$ cat config.mk
export PLATFORM = sky130hd
export DESIGN_NAME = sha1_digest_with_reference_check_top
export DESIGN_NICKNAME = d
export VERILOG_FILES = /design/src/sha1dg_pkg.sv /design/src/sha1dg_front.sv /design/src/sha1dg_back.sv /design/src/sha1_digest_with_reference_check_top.sv
export SDC_FILE = /design/constraint.sdc
export NUM_CORES = 2
export LEC_CHECK = 0
export BUFFER_PORTS_ARGS = -buffer_cell sky130_fd_sc_hd__buf_4
export CORE_MARGIN = 4
export CORE_UTILIZATION = 40
export DETAILED_ROUTE_END_ITERATION = 10
export SLEW_MARGIN = 20
export SYNTH_ARGS = -nofsm -noshare
export SYNTH_HDL_FRONTEND = slang
export SYNTH_HIERARCHICAL = 1
export SYNTH_SLANG_ARGS = --single-unit
$ cat constraint.sdc
create_clock -name i_clk -period 39.8 [get_ports i_clk]
set_clock_uncertainty 0.15 [all_clocks]
set_input_delay 1.99 -clock i_clk [delete_from_list [all_inputs] [get_ports i_clk]]
set_output_delay 1.99 -clock i_clk [all_outputs]
set_load 0.02 [all_outputs]
$ cat src/sha1dg_pkg.sv
// Package for the SHA-1 digest block with reference check.
// Holds constants, the item type (also the queue entry type) and the state type.
// No dependencies.
package sha1dg_pkg;

    localparam logic [31:0] H0 = 32'h67452301;
    localparam logic [31:0] H1 = 32'hEFCDAB89;
    localparam logic [31:0] H2 = 32'h98BADCFE;
    localparam logic [31:0] H3 = 32'h10325476;
    localparam logic [31:0] H4 = 32'hC3D2E1F0;
    localparam logic [31:0] K0 = 32'h5A827999;
    localparam logic [31:0] K1 = 32'h6ED9EBA1;
    localparam logic [31:0] K2 = 32'h8F1BBCDC;
    localparam logic [31:0] K3 = 32'hCA62C1D6;
    localparam logic [7:0]  PAD_BYTE = 8'h80;
    localparam int unsigned LEN_POS = 55;

    localparam logic [1:0] CFG_REF_HIGH   = 2'd0;
    localparam logic [1:0] CFG_REF_MIDDLE = 2'd1;
    localparam logic [1:0] CFG_REF_LOW    = 2'd2;
    localparam logic [1:0] CFG_REF_LOADED = 2'd3;

    localparam int unsigned QUEUE_DEPTH = 2;

    typedef struct packed {
        logic [7:0] data_byte;
        logic       has_byte;
        logic       last;
    } t_item;

    typedef enum logic [2:0] {
        ST_IDLE,
        ST_ROUND,
        ST_ADD,
        ST_PAD,
        ST_OUT
    } t_state;

endpackage

$ cat src/sha1dg_front.sv
// Front part: accepts input requests into a short queue.
// Depends on sha1dg_pkg.
module sha1dg_front (
    input  logic                i_clk,
    input  logic                i_rst_n,
    input  logic                i_valid,
    output logic                o_ready,
    input  sha1dg_pkg::t_item   i_item,
    output logic                o_valid,
    input  logic                i_ready,
    output sha1dg_pkg::t_item   o_item
);
    import sha1dg_pkg::*;

    t_item r_q [QUEUE_DEPTH];
    logic r_wp, r_rp;
    logic [1:0] r_cnt;

    assign o_ready = (r_cnt != 2'(QUEUE_DEPTH));
    assign o_valid = (r_cnt != 2'd0);
    assign o_item  = r_q[r_rp];

    always_ff @(posedge i_clk) begin
        if (i_valid && o_ready) begin
            r_q[r_wp] <= i_item;
        end
        if (!i_rst_n) begin
            r_wp <= 1'b0;
            r_rp <= 1'b0;
            r_cnt <= 2'd0;
        end else begin
            if (i_valid && o_ready) r_wp <= ~r_wp;
            if (o_valid && i_ready) r_rp <= ~r_rp;
            r_cnt <= r_cnt + 2'(i_valid && o_ready) - 2'(o_valid && i_ready);
        end
    end

    a_cnt: assert property (@(posedge i_clk) disable iff (!i_rst_n)
        r_cnt <= 2'(QUEUE_DEPTH)) else $error("queue count out of range");
endmodule

$ cat src/sha1dg_back.sv
// Back part: block buffer, padding, one SHA-1 round per cycle, compare.
// Depends on sha1dg_pkg.
module sha1dg_back (
    input  logic                i_clk,
    input  logic                i_rst_n,
    input  logic                i_valid,
    output logic                o_ready,
    input  sha1dg_pkg::t_item   i_item,
    input  logic [63:0]         i_ref_high,
    input  logic [63:0]         i_ref_middle,
    input  logic [31:0]         i_ref_low,
    input  logic                i_ref_loaded,
    output logic                o_valid,
    input  logic                i_ready,
    output logic [159:0]        o_digest,
    output logic                o_match,
    output logic                o_status
);
    import sha1dg_pkg::*;

    t_state r_st, n_st;
    logic [31:0] r_h [5];
    logic [31:0] r_w [16];
    logic [31:0] n_w [16];
    logic [31:0] r_a, r_b, r_c, r_d, r_e;
    logic [6:0]  r_rnd;
    logic [5:0]  r_idx;
    logic [63:0] r_len;
    logic        r_ovf, r_fin, r_two, r_end, r_lflag;
    logic [31:0] r_lw [5];
    logic [159:0] r_dig;
    logic        r_match, r_status;

    logic [31:0] f, k, t, wn, wr;
    logic [63:0] len_n;
    logic [159:0] chain, refv, sumv;

    always_comb begin
        if (r_rnd < 7'd20) begin
            f = (r_b & r_c) | (~r_b & r_d); k = K0;
        end else if (r_rnd < 7'd40) begin
            f = r_b ^ r_c ^ r_d; k = K1;
        end else if (r_rnd < 7'd60) begin
            f = (r_b & r_c) | (r_b & r_d) | (r_c & r_d); k = K2;
        end else begin
            f = r_b ^ r_c ^ r_d; k = K3;
        end
        wr = r_w[0];
        t = {r_a[26:0], r_a[31:27]} + f + r_e + wr + k;
        wn = r_w[13] ^ r_w[8] ^ r_w[2] ^ r_w[0];
        wn = {wn[30:0], wn[31]};
        len_n = r_len + 64'd8;
        chain = {r_h[0], r_h[1], r_h[2], r_h[3], r_h[4]};
        sumv = {32'(r_h[0] + r_a), 32'(r_h[1] + r_b), 32'(r_h[2] + r_c),
                32'(r_h[3] + r_d), 32'(r_h[4] + r_e)};
        if (i_ref_loaded) refv = {i_ref_high, i_ref_middle, i_ref_low};
        else if (r_lflag) refv = {r_lw[0], r_lw[1], r_lw[2], r_lw[3], r_lw[4]};
        else refv = chain;
    end

    always_comb begin
        n_w = r_w;
        unique case (r_st)
            ST_IDLE: if (i_valid && i_item.has_byte && !r_ovf) begin
                n_w[r_idx[5:2]][5'(24 - 8 * r_idx[1:0]) +: 8] = i_item.data_byte;
            end
            ST_PAD: begin
                for (int i = 0; i < 16; i++) begin
                    if (r_two || 6'(i * 4) > r_idx) begin
                        n_w[i] = '0;
                    end else if (6'(i * 4 + 3) >= r_idx) begin
                        n_w[i][5'(24 - 8 * r_idx[1:0]) +: 8] = PAD_BYTE;
                        for (int j = 0; j < 4; j++)
                            if (2'(j) > r_idx[1:0]) n_w[i][5'(24 - 8 * j) +: 8] = '0;
                    end
                end
                if (r_two || r_idx <= 6'(LEN_POS)) begin
                    n_w[14] = r_len[63:32];
                    n_w[15] = r_len[31:0];
                end
            end
            ST_ROUND: begin
                for (int i = 0; i < 15; i++) n_w[i] = r_w[i + 1];
                n_w[15] = wn;
            end
            default: begin end
        endcase
    end

    assign o_ready  = (r_st == ST_IDLE);
    assign o_valid  = (r_st == ST_OUT);
    assign o_digest = r_dig;
    assign o_match  = r_match;
    assign o_status = r_status;

    always_comb begin
        n_st = r_st;
        unique case (r_st)
            ST_IDLE: if (i_valid) begin
                if (i_item.has_byte && !r_ovf && r_idx == 6'd63) n_st = ST_ROUND;
                else if (i_item.last) n_st = (r_ovf || (i_item.has_byte &&
                    len_n == 64'd0)) ? ST_OUT : ST_PAD;
            end
            ST_ROUND: if (r_rnd == 7'd79) n_st = ST_ADD;
            ST_ADD: begin
                if (r_end || (r_fin && r_ovf)) n_st = ST_OUT;
                else if (r_fin || r_two) n_st = ST_PAD;
                else n_st = ST_IDLE;
            end
            ST_PAD:   n_st = ST_ROUND;
            ST_OUT:   if (i_ready) n_st = ST_IDLE;
            default:  n_st = ST_IDLE;
        endcase
    end

    always_ff @(posedge i_clk) begin
        if (!i_rst_n) r_st <= ST_IDLE;
        else r_st <= n_st;
    end

    always_ff @(posedge i_clk) begin
        r_w <= n_w;
        if (r_st == ST_OUT && i_ready && !r_status && !i_ref_loaded && !r_lflag) begin
            for (int i = 0; i < 5; i++) r_lw[i] <= r_h[i];
        end
        if (r_st == ST_ROUND) begin
            r_a <= t; r_b <= r_a; r_c <= {r_b[1:0], r_b[31:2]}; r_d <= r_c; r_e <= r_d;
        end else begin
            r_a <= r_h[0]; r_b <= r_h[1]; r_c <= r_h[2]; r_d <= r_h[3]; r_e <= r_h[4];
        end
        r_rnd <= (r_st == ST_ROUND) ? r_rnd + 7'd1 : 7'd0;
        if (!i_rst_n) begin
            r_h <= '{H0, H1, H2, H3, H4};
            r_idx <= '0; r_len <= '0; r_ovf <= 1'b0; r_fin <= 1'b0; r_end <= 1'b0;
            r_two <= 1'b0; r_lflag <= 1'b0; r_status <= 1'b0; r_match <= 1'b0;
        end else begin
            unique case (r_st)
                ST_IDLE: if (i_valid) begin
                    if (i_item.has_byte && !r_ovf) begin
                        r_idx <= r_idx + 6'd1;
                        r_len <= len_n;
                        if (len_n == 64'd0) r_ovf <= 1'b1;
                    end
                    r_fin <= i_item.last;
                    if (i_item.last && (r_ovf || (i_item.has_byte && len_n == 64'd0))) begin
                        r_status <= 1'b1; r_match <= 1'b0; r_dig <= '0;
                    end
                end
                ST_ADD: begin
                    r_h[0] <= sumv[159:128]; r_h[1] <= sumv[127:96];
                    r_h[2] <= sumv[95:64];   r_h[3] <= sumv[63:32];
                    r_h[4] <= sumv[31:0];
                    if (r_end) begin
                        r_status <= 1'b0;
                        r_match <= (sumv == refv) || (!i_ref_loaded && !r_lflag);
                        r_dig <= sumv;
                        r_end <= 1'b0;
                    end
                end
                ST_PAD: begin
                    if (r_two) begin
                        r_two <= 1'b0;
                        r_end <= 1'b1;
                    end else if (r_idx > 6'(LEN_POS)) begin
                        r_two <= 1'b1;
                        r_fin <= 1'b0;
                    end else begin
                        r_fin <= 1'b0;
                        r_end <= 1'b1;
                    end
                end
                ST_OUT: if (i_ready) begin
                    if (!r_status && !i_ref_loaded) r_lflag <= 1'b1;
                    r_h <= '{H0, H1, H2, H3, H4};
                    r_idx <= '0; r_len <= '0; r_ovf <= 1'b0; r_fin <= 1'b0;
                end
                default: begin end
            endcase
        end
    end

    a_out: assert property (@(posedge i_clk) disable iff (!i_rst_n)
        o_valid && o_status |-> !o_match) else $error("match on overflow");
    a_rnd: assert property (@(posedge i_clk) disable iff (!i_rst_n)
        r_st == ST_ROUND && r_rnd == 7'd79 |=> r_st == ST_ADD) else $error("round count");
    a_pad: assert property (@(posedge i_clk) disable iff (!i_rst_n)
        r_st == ST_PAD |=> r_st == ST_ROUND) else $error("pad not hashed");
endmodule

$ cat src/sha1_digest_with_reference_check_top.sv
// Channel   Direction  Contents
// s_axis    in         tdata: data_byte[7:0], has_byte[8]; tlast: last
// m_axis    out        tdata: digest_high, digest_middle, digest_low; tuser: match, status
// cfg       in         i_cfg_we, i_cfg_index, i_cfg_data
// Every 64th byte also hashes its block before the next byte is taken.
// A final item takes one or two padded passes before the result, none if the length overflowed.
// Reset is synchronous and active low. A two-entry queue decouples input from hashing.
// A stalled result holds the back part while the queue keeps taking requests.
// Top level of the SHA-1 digest block; depends on sha1dg_pkg, sha1dg_front, sha1dg_back.
module sha1_digest_with_reference_check_top (
    input  logic         i_clk,
    input  logic         i_rst_n,
    input  logic         s_axis_tvalid,
    output logic         s_axis_tready,
    input  logic [15:0]  s_axis_tdata,   // data_byte[7:0], has_byte[8], zeros
    input  logic         s_axis_tlast,
    output logic         m_axis_tvalid,
    input  logic         m_axis_tready,
    output logic [159:0] m_axis_tdata,   // digest_high[63:0], digest_middle, digest_low
    output logic [1:0]   m_axis_tuser,   // match[0], status[1]
    input  logic         i_cfg_we,
    input  logic [1:0]   i_cfg_index,
    input  logic [63:0]  i_cfg_data
);
    import sha1dg_pkg::*;

    t_item in_item, q_item;
    logic q_valid, q_ready, match, status;
    logic [159:0] dig;
    logic [63:0] r_rh, r_rm;
    logic [31:0] r_rl;
    logic r_rld;

    assign in_item = '{data_byte: s_axis_tdata[7:0], has_byte: s_axis_tdata[8],
                       last: s_axis_tlast};

    always_ff @(posedge i_clk) begin
        if (!i_rst_n) begin
            r_rh <= '0; r_rm <= '0; r_rl <= '0; r_rld <= 1'b0;
        end else if (i_cfg_we) begin
            unique case (i_cfg_index)
                CFG_REF_HIGH:   r_rh <= i_cfg_data;
                CFG_REF_MIDDLE: r_rm <= i_cfg_data;
                CFG_REF_LOW:    r_rl <= i_cfg_data[31:0];
                CFG_REF_LOADED: r_rld <= i_cfg_data[0];
                default: begin end
            endcase
        end
    end

    sha1dg_front u_front (
        .i_clk, .i_rst_n,
        .i_valid(s_axis_tvalid), .o_ready(s_axis_tready), .i_item(in_item),
        .o_valid(q_valid), .i_ready(q_ready), .o_item(q_item)
    );

    sha1dg_back u_back (
        .i_clk, .i_rst_n,
        .i_valid(q_valid), .o_ready(q_ready), .i_item(q_item),
        .i_ref_high(r_rh), .i_ref_middle(r_rm), .i_ref_low(r_rl), .i_ref_loaded(r_rld),
        .o_valid(m_axis_tvalid), .i_ready(m_axis_tready),
        .o_digest(dig), .o_match(match), .o_status(status)
    );

    assign m_axis_tdata = {dig[31:0], dig[95:32], dig[159:96]};
    assign m_axis_tuser = {status, match};
endmodule

# Word-level counts from Yosys, hierarchy flattened
# Memories as Yosys holds them, arrays and structs flattened. A register that Yosys moved wholly into a read port is not among the register bits.
# Index checks and enable logic that the tools add are counted.
# Widths: inputs -> output; s select.
[totals]
register_bits = 1244
ramBits = 180
inputBits = 88
out_inout_bits = 164
wordCells = 390
n_memories = 2
[memory_table]
columns = ["memory", "depth", "word_bits", "rd", "rd_ports_with_merged_regs", "write_ports", "line", "source"]
rows = [
  ["u_back.r_lw", 5, 32, 5, 0, 5, "sha1dg_back.sv:30", "logic [31:0] r_lw [5];"],
  ["u_front.r_q", 2, 10, 1, 1, 1, "sha1dg_front.sv:15", "t_item r_q [QUEUE_DEPTH];"],
]
[classes]
addsub = 16
order_cmp = 41
eq_ne = 38
n_shift = 3
mux = 149
n_bitwise = 16
reduce_logical = 80
[ops]
columns = ["cell", "n"]
rows = [
  ["$pmux 512 s3", 1],
  ["$mux 32", 43],
  ["$mux 160", 6],
  ["$pmux 160 s2", 2],
  ["$bwmux 32", 16],
  ["$bwmux 512", 1],
  ["$mux 512", 1],
  ["$add 32x32->32", 9],
  ["$mux 64", 4],
  ["$mux 8", 32],
  ["$eq 160x160->1", 1],
  ["$xor 32x32->32", 5],
  ["$and 32x32->32", 4],
  ["$demux 32 s4", 1],
  ["$pmux 64 s2", 1],
  ["$or 32x32->32", 3],
  ["$add 64x4->64 const B", 1],
  ["$logic_not 64->1", 1],
  ["$reduce_and 3->1", 17],
  ["$ge 6x6->1 const A", 8],
  ["$gt 6x6->1 const A", 8],
  ["$ne 3x1->1 const B", 15],
  ["$not 32->32", 1],
  ["$shift 8x7->32 const A", 1],
  ["other kinds (55)", 161],
]

# Longest topological paths before layout
[logic_depth]
depth_word = 11
mapped_depth = 26
ltp_nobuf = 25

# Hierarchy
# The synthesis kept the hierarchy.
[by_module_without_submodules]
columns = ["mod", "instances", "cells_per_inst", "area_each_um2", "seq_area_each_um2"]
rows = [
  ["sha1dg_back", 1, 7784, 73624.4, 33071.7],
  ["sha1_digest_with_reference_check_top", 1, 596, 6137.1, 3223.1],
  ["sha1dg_front", 1, 61, 978.4, 700.7],
]

# Worst setup path before layout
# No wires, ideal clock.
[synth_path]
kind = "in2reg"
startpoint = "input port m_axis_tready"
endpoint = "memory u_back.r_lw[0][0] (enable)"
setup_time_ns = 1.073
t_arrival_ns = 17.117
required_time_ns = 38.577
path_slack_ns = 21.460
cell_stages = 2
n_path_buf = 0
path_cell_list = "nand2_1 nor4_1"
[synth_rtl]
columns = ["item", "line", "source"]
rows = [
  ["start, declared", "sha1_digest_with_reference_check_top.sv:18", "input logic m_axis_tready,"],
  ["end, declared", "sha1dg_back.sv:30", ""],
]

# Final worst setup path
[layout_path]
startpoint = "register u_back.r_rnd[4]"
endpoint = "register u_back.r_a[30]"
[layout_via]
elab_chain_cells = 9
word_cells_on_any_way = 14
cone_classes = "4 x add/sub; 3 x order compare; 7 x mux"
[layout_lines]
columns = ["item", "line", "source"]
rows = [
  ["start, declared", "sha1dg_back.sv:26", "logic [6:0] r_rnd;"],
  ["start signal, assigned", "sha1dg_back.sv:131", "r_rnd <= (r_st == ST_ROUND) ? r_rnd + 7'd1 : 7'd0;"],
  ["$lt 7x6->1", "sha1dg_back.sv:43", "end else if (r_rnd < 7'd60) begin"],
  ["$mux 32", "sha1dg_back.sv:43", ""],
  ["$mux 32", "sha1dg_back.sv:41", "end else if (r_rnd < 7'd40) begin"],
  ["$mux 32", "sha1dg_back.sv:39", "if (r_rnd < 7'd20) begin"],
  ["$add 32x32->32 (3 in series)", "sha1dg_back.sv:49", "t = {r_a[26:0], r_a[31:27]} + f + r_e + wr + k;"],
  ["$add 32x32->32 (*)", "sha1dg_back.sv:49", ""],
  ["$mux 32 (*)", "sha1dg_back.sv:126", "if (r_st == ST_ROUND) begin"],
  ["end signal, assigned", "sha1dg_back.sv:127", "r_a <= t; r_b <= r_a; r_c <= {r_b[1:0], r_b[31:2]}; r_d <= r_c; r_e <= r_d;"],
  ["end signal, assigned", "sha1dg_back.sv:129", "r_a <= r_h[0]; r_b <= r_h[1]; r_c <= r_h[2]; r_d <= r_h[3]; r_e <= r_h[4];"],
  ["end, declared", "sha1dg_back.sv:25", "logic [31:0] r_a, r_b, r_c, r_d, r_e;"],
]
# Mark *: on every way between the ends. The rest lies on a longest branch, timed or not.
# A chain may end at the register's enable or synchronous reset.

==> impl_metrics.yaml <==
clock_tree:
  clockBufferDepth: 3
  cts_tree: "done"
  cts_buffers: 163
  cts_sinks: 1422
  cts-root-buf: "clkbuf_16"
  cts_resized: 0
  post_cts_buffers: 0
  cts_hold_buffers: 0
  clock_latency_ps: 870
  path_clk_slew_ps: 60
  h-tree-depth: 4
synthesis:
  post-synth-top-count-cell: "nand2_1"
  ys_seq_area_share_pct: 45.82
  synthTopCellsByArea: "edfxtp_1 32%, dfxtp_1 14%, nand2_1 6.1%, mux2i_1 4.5%, o21ai_0 3.8%"
  syn_area_um2: 80740
  postSynthCellCount: 8441
  synth_fp_nets: 8856
  yosysTopAreaCellShare_pct: 31.69
  yosys-top-cells-count: "1322 x nand2_1, 852 x edfxtp_1, 682 x nor2_1"
  avgSynthCellArea_um2: 9.565
  synth-main-ff-cell: "edfxtp_1"
  ys_types: 105
  synth_largest_area_cell: "edfxtp_1"
  synth-seq-cells: 1422
  yosysWarningCount: 6
  synth_edf_count: 852
  async_flop_share_pct: 0
floorplan:
  fp.dieH_um: 457.3
  ioPinCount: 252
  die-area_um2: 209100
  coreArea_um2: 200300
  fp-row-count: 164
  initial_core_util_pct: 40.32
  die_width_um: 457.3
power:
  power_density_nw_per_um2: 83.48
  p_leak_nw: 33.31
  fin_total_pwr_mw: 7.522
  ir_drop_uv: 67.64
critical_path:
  cp_top_family: "compound AO/OA/AOI/OAI gates"
  cp.required_ps: 40380
  max_stage_delay_ps: 680
  r2r_setup_slack_ps: 31260
  path_buf_inv: 7
  cp.arrival_ps: 9110
  crit_type: "flip-flop to flip-flop"
  startpoint_type: "flip-flop"
  worst_path_max_delay_cell: "a2111oi_2"
  crit_fanout: 18
  worstSetupEndpointType: "flip-flop"
cells_and_area:
  regArea_um2: 37000
  multi_input_area_um2: 40400
  nNetsFinal: 8859
  final_area_um2: 90110
  nFillCells: 19230
  area_growth_pct: 11.60
  final_layout_size_suffix_gt1_share_pct: 8.390
  layout.cells.non_filler: 11250
  final_core_util_pct: 44.99
grt:
  grtUsageTotal_pct: 29.95
  grt_start_max_net_pins: 230
  antenna_found_initial: 10
  first_global_vias: 64840
  grt_pass1_wl_um: 464000
  overflow: 0
route:
  drcViolationCount: 0
  vias: 68890
  final_antenna_net_count: 0
  drtIter0Drc: 8894
  wl_per_cell_um: 29.01
  wl_um: 326300
  viasPerCell: 6.126
  dr.pass1.iters: 9
placement:
  dp_cells: 10940
  place.port_buffers: 244
  place_congestion: 1.001
  pre_cts_ws_ps: 31310
  dpl.hpwl_um: 238100
  dpl_cell_area_um2: 84680
timing:
  setup_slack_ps: 31260
  rsz0062_at_grt: "no"
  fmax_mhz: 117.1
  holdWs_ps: 292.9
  relSlewSlack_pct: 17.64
  hold_viol: 0
  maxSlewViolCount: 0
  period_needed_ps: 8536
  setup_tns_ps: 0
  setup_viol: 0
  post-route-period-util_pct: 21.45
  tightest_slew_ps: 1233
run_status:
  status: "finished, final reports clean"
min_path:
  min_path_type: "flip-flop to flip-flop"
flow_run:
  cap_violations: 0
[cell usage in the layout (no fill, tap or decap), types with 26 or more instances in the layout]
cell       count
o21ai_0      600
ha_1         202
buf_4        354
o22ai_1       59
and2_1       130
a21oi_1      440
clkbuf_1      45
and3_1        80
nor2_1       679
nand3_1      149
nand2_1     1319
inv_1        318
fa_1         125
nand2b_1      33
a22oi_1       99
a221oi_1      30
a31oi_1       39
a211oi_1      27
dfxtp_1      568
a21o_1        76
mux2i_1      364
nor4_1        56
o221ai_1      36
a222oi_1      59
edfxtp_1     852
o211ai_1      56
nor3_1       132
nand4_1       83
or3_1         36
clkinv_2      26
nor2b_1      117
a221o_1      211
clkbuf_16    167
xor2_1       123
xnor2_1      290
o21a_1        56
[area by class of cell]
class / count / area share, %
clock inverters: 81 / 1.016
flip-flops and latches: 1422 / 41.07
repair buffers: 359 / 3.055
diodes: 9 / 0.02499
multi-input cells: 6177 / 44.84
well taps: 2656 / 3.688
inverters: 321 / 1.337
clock buffers: 222 / 4.978
[routing by layer]
metal / global-route usage (%) / vias to the layer above / part of all wire (%)
met5: 0 / - / 0.0040
met4: 16.72 / 2 / 6.4
met3: 4.861 / 695 / 8.5
met2: 47.40 / 3669 / 45
met1: 39.07 / 33870 / 40
li1: - / 30660 / -
[flip-flops by register name, summed over array words and instances, names as in the netlist, 61 cells and up, named ones only]
name / count
u_back/r_w: 480
u_back/chain: 160
u_back/o_digest: 160
u_back/r_lw: 160
r_rh: 64
r_rm: 64
u_back/r_len: 61
[cells by family after synthesis]
family	after synthesis	synth area share (%)
buf+inv	842	4.300
fa+ha+maj	327	6.230
mux	384	4.792
xor+xnor	431	4.982
compound gates	2062	17.12
simple gates	2973	16.76
flops	1422	45.82
[path summary, 6_finish.rpt]
path	cells after the start	startpoint	end
hold reg to reg	1	u_back/r_rnd[0]	u_back/r_rnd[0]
setup / recovery	27	u_back/r_rnd[4]	u_back/r_a[30]
setup reg to reg	27	u_back/r_rnd[4]	u_back/r_a[30]
hold / removal	1	u_back/r_rnd[0]	u_back/r_rnd[0]
[where the power goes]
group / switching, mW / leakage, nW / internal [mW] / total [mW]
registers: 0.243 / 12.6 / 1.86 / 2.10
clock network: 0.657 / 2.62 / 0.881 / 1.54
logic: 2.56 / 18.1 / 1.32 / 3.88
total: 3.46 / 33.3 / 4.06 / 7.52
Note: power is estimated with default switching activity, not from simulation.
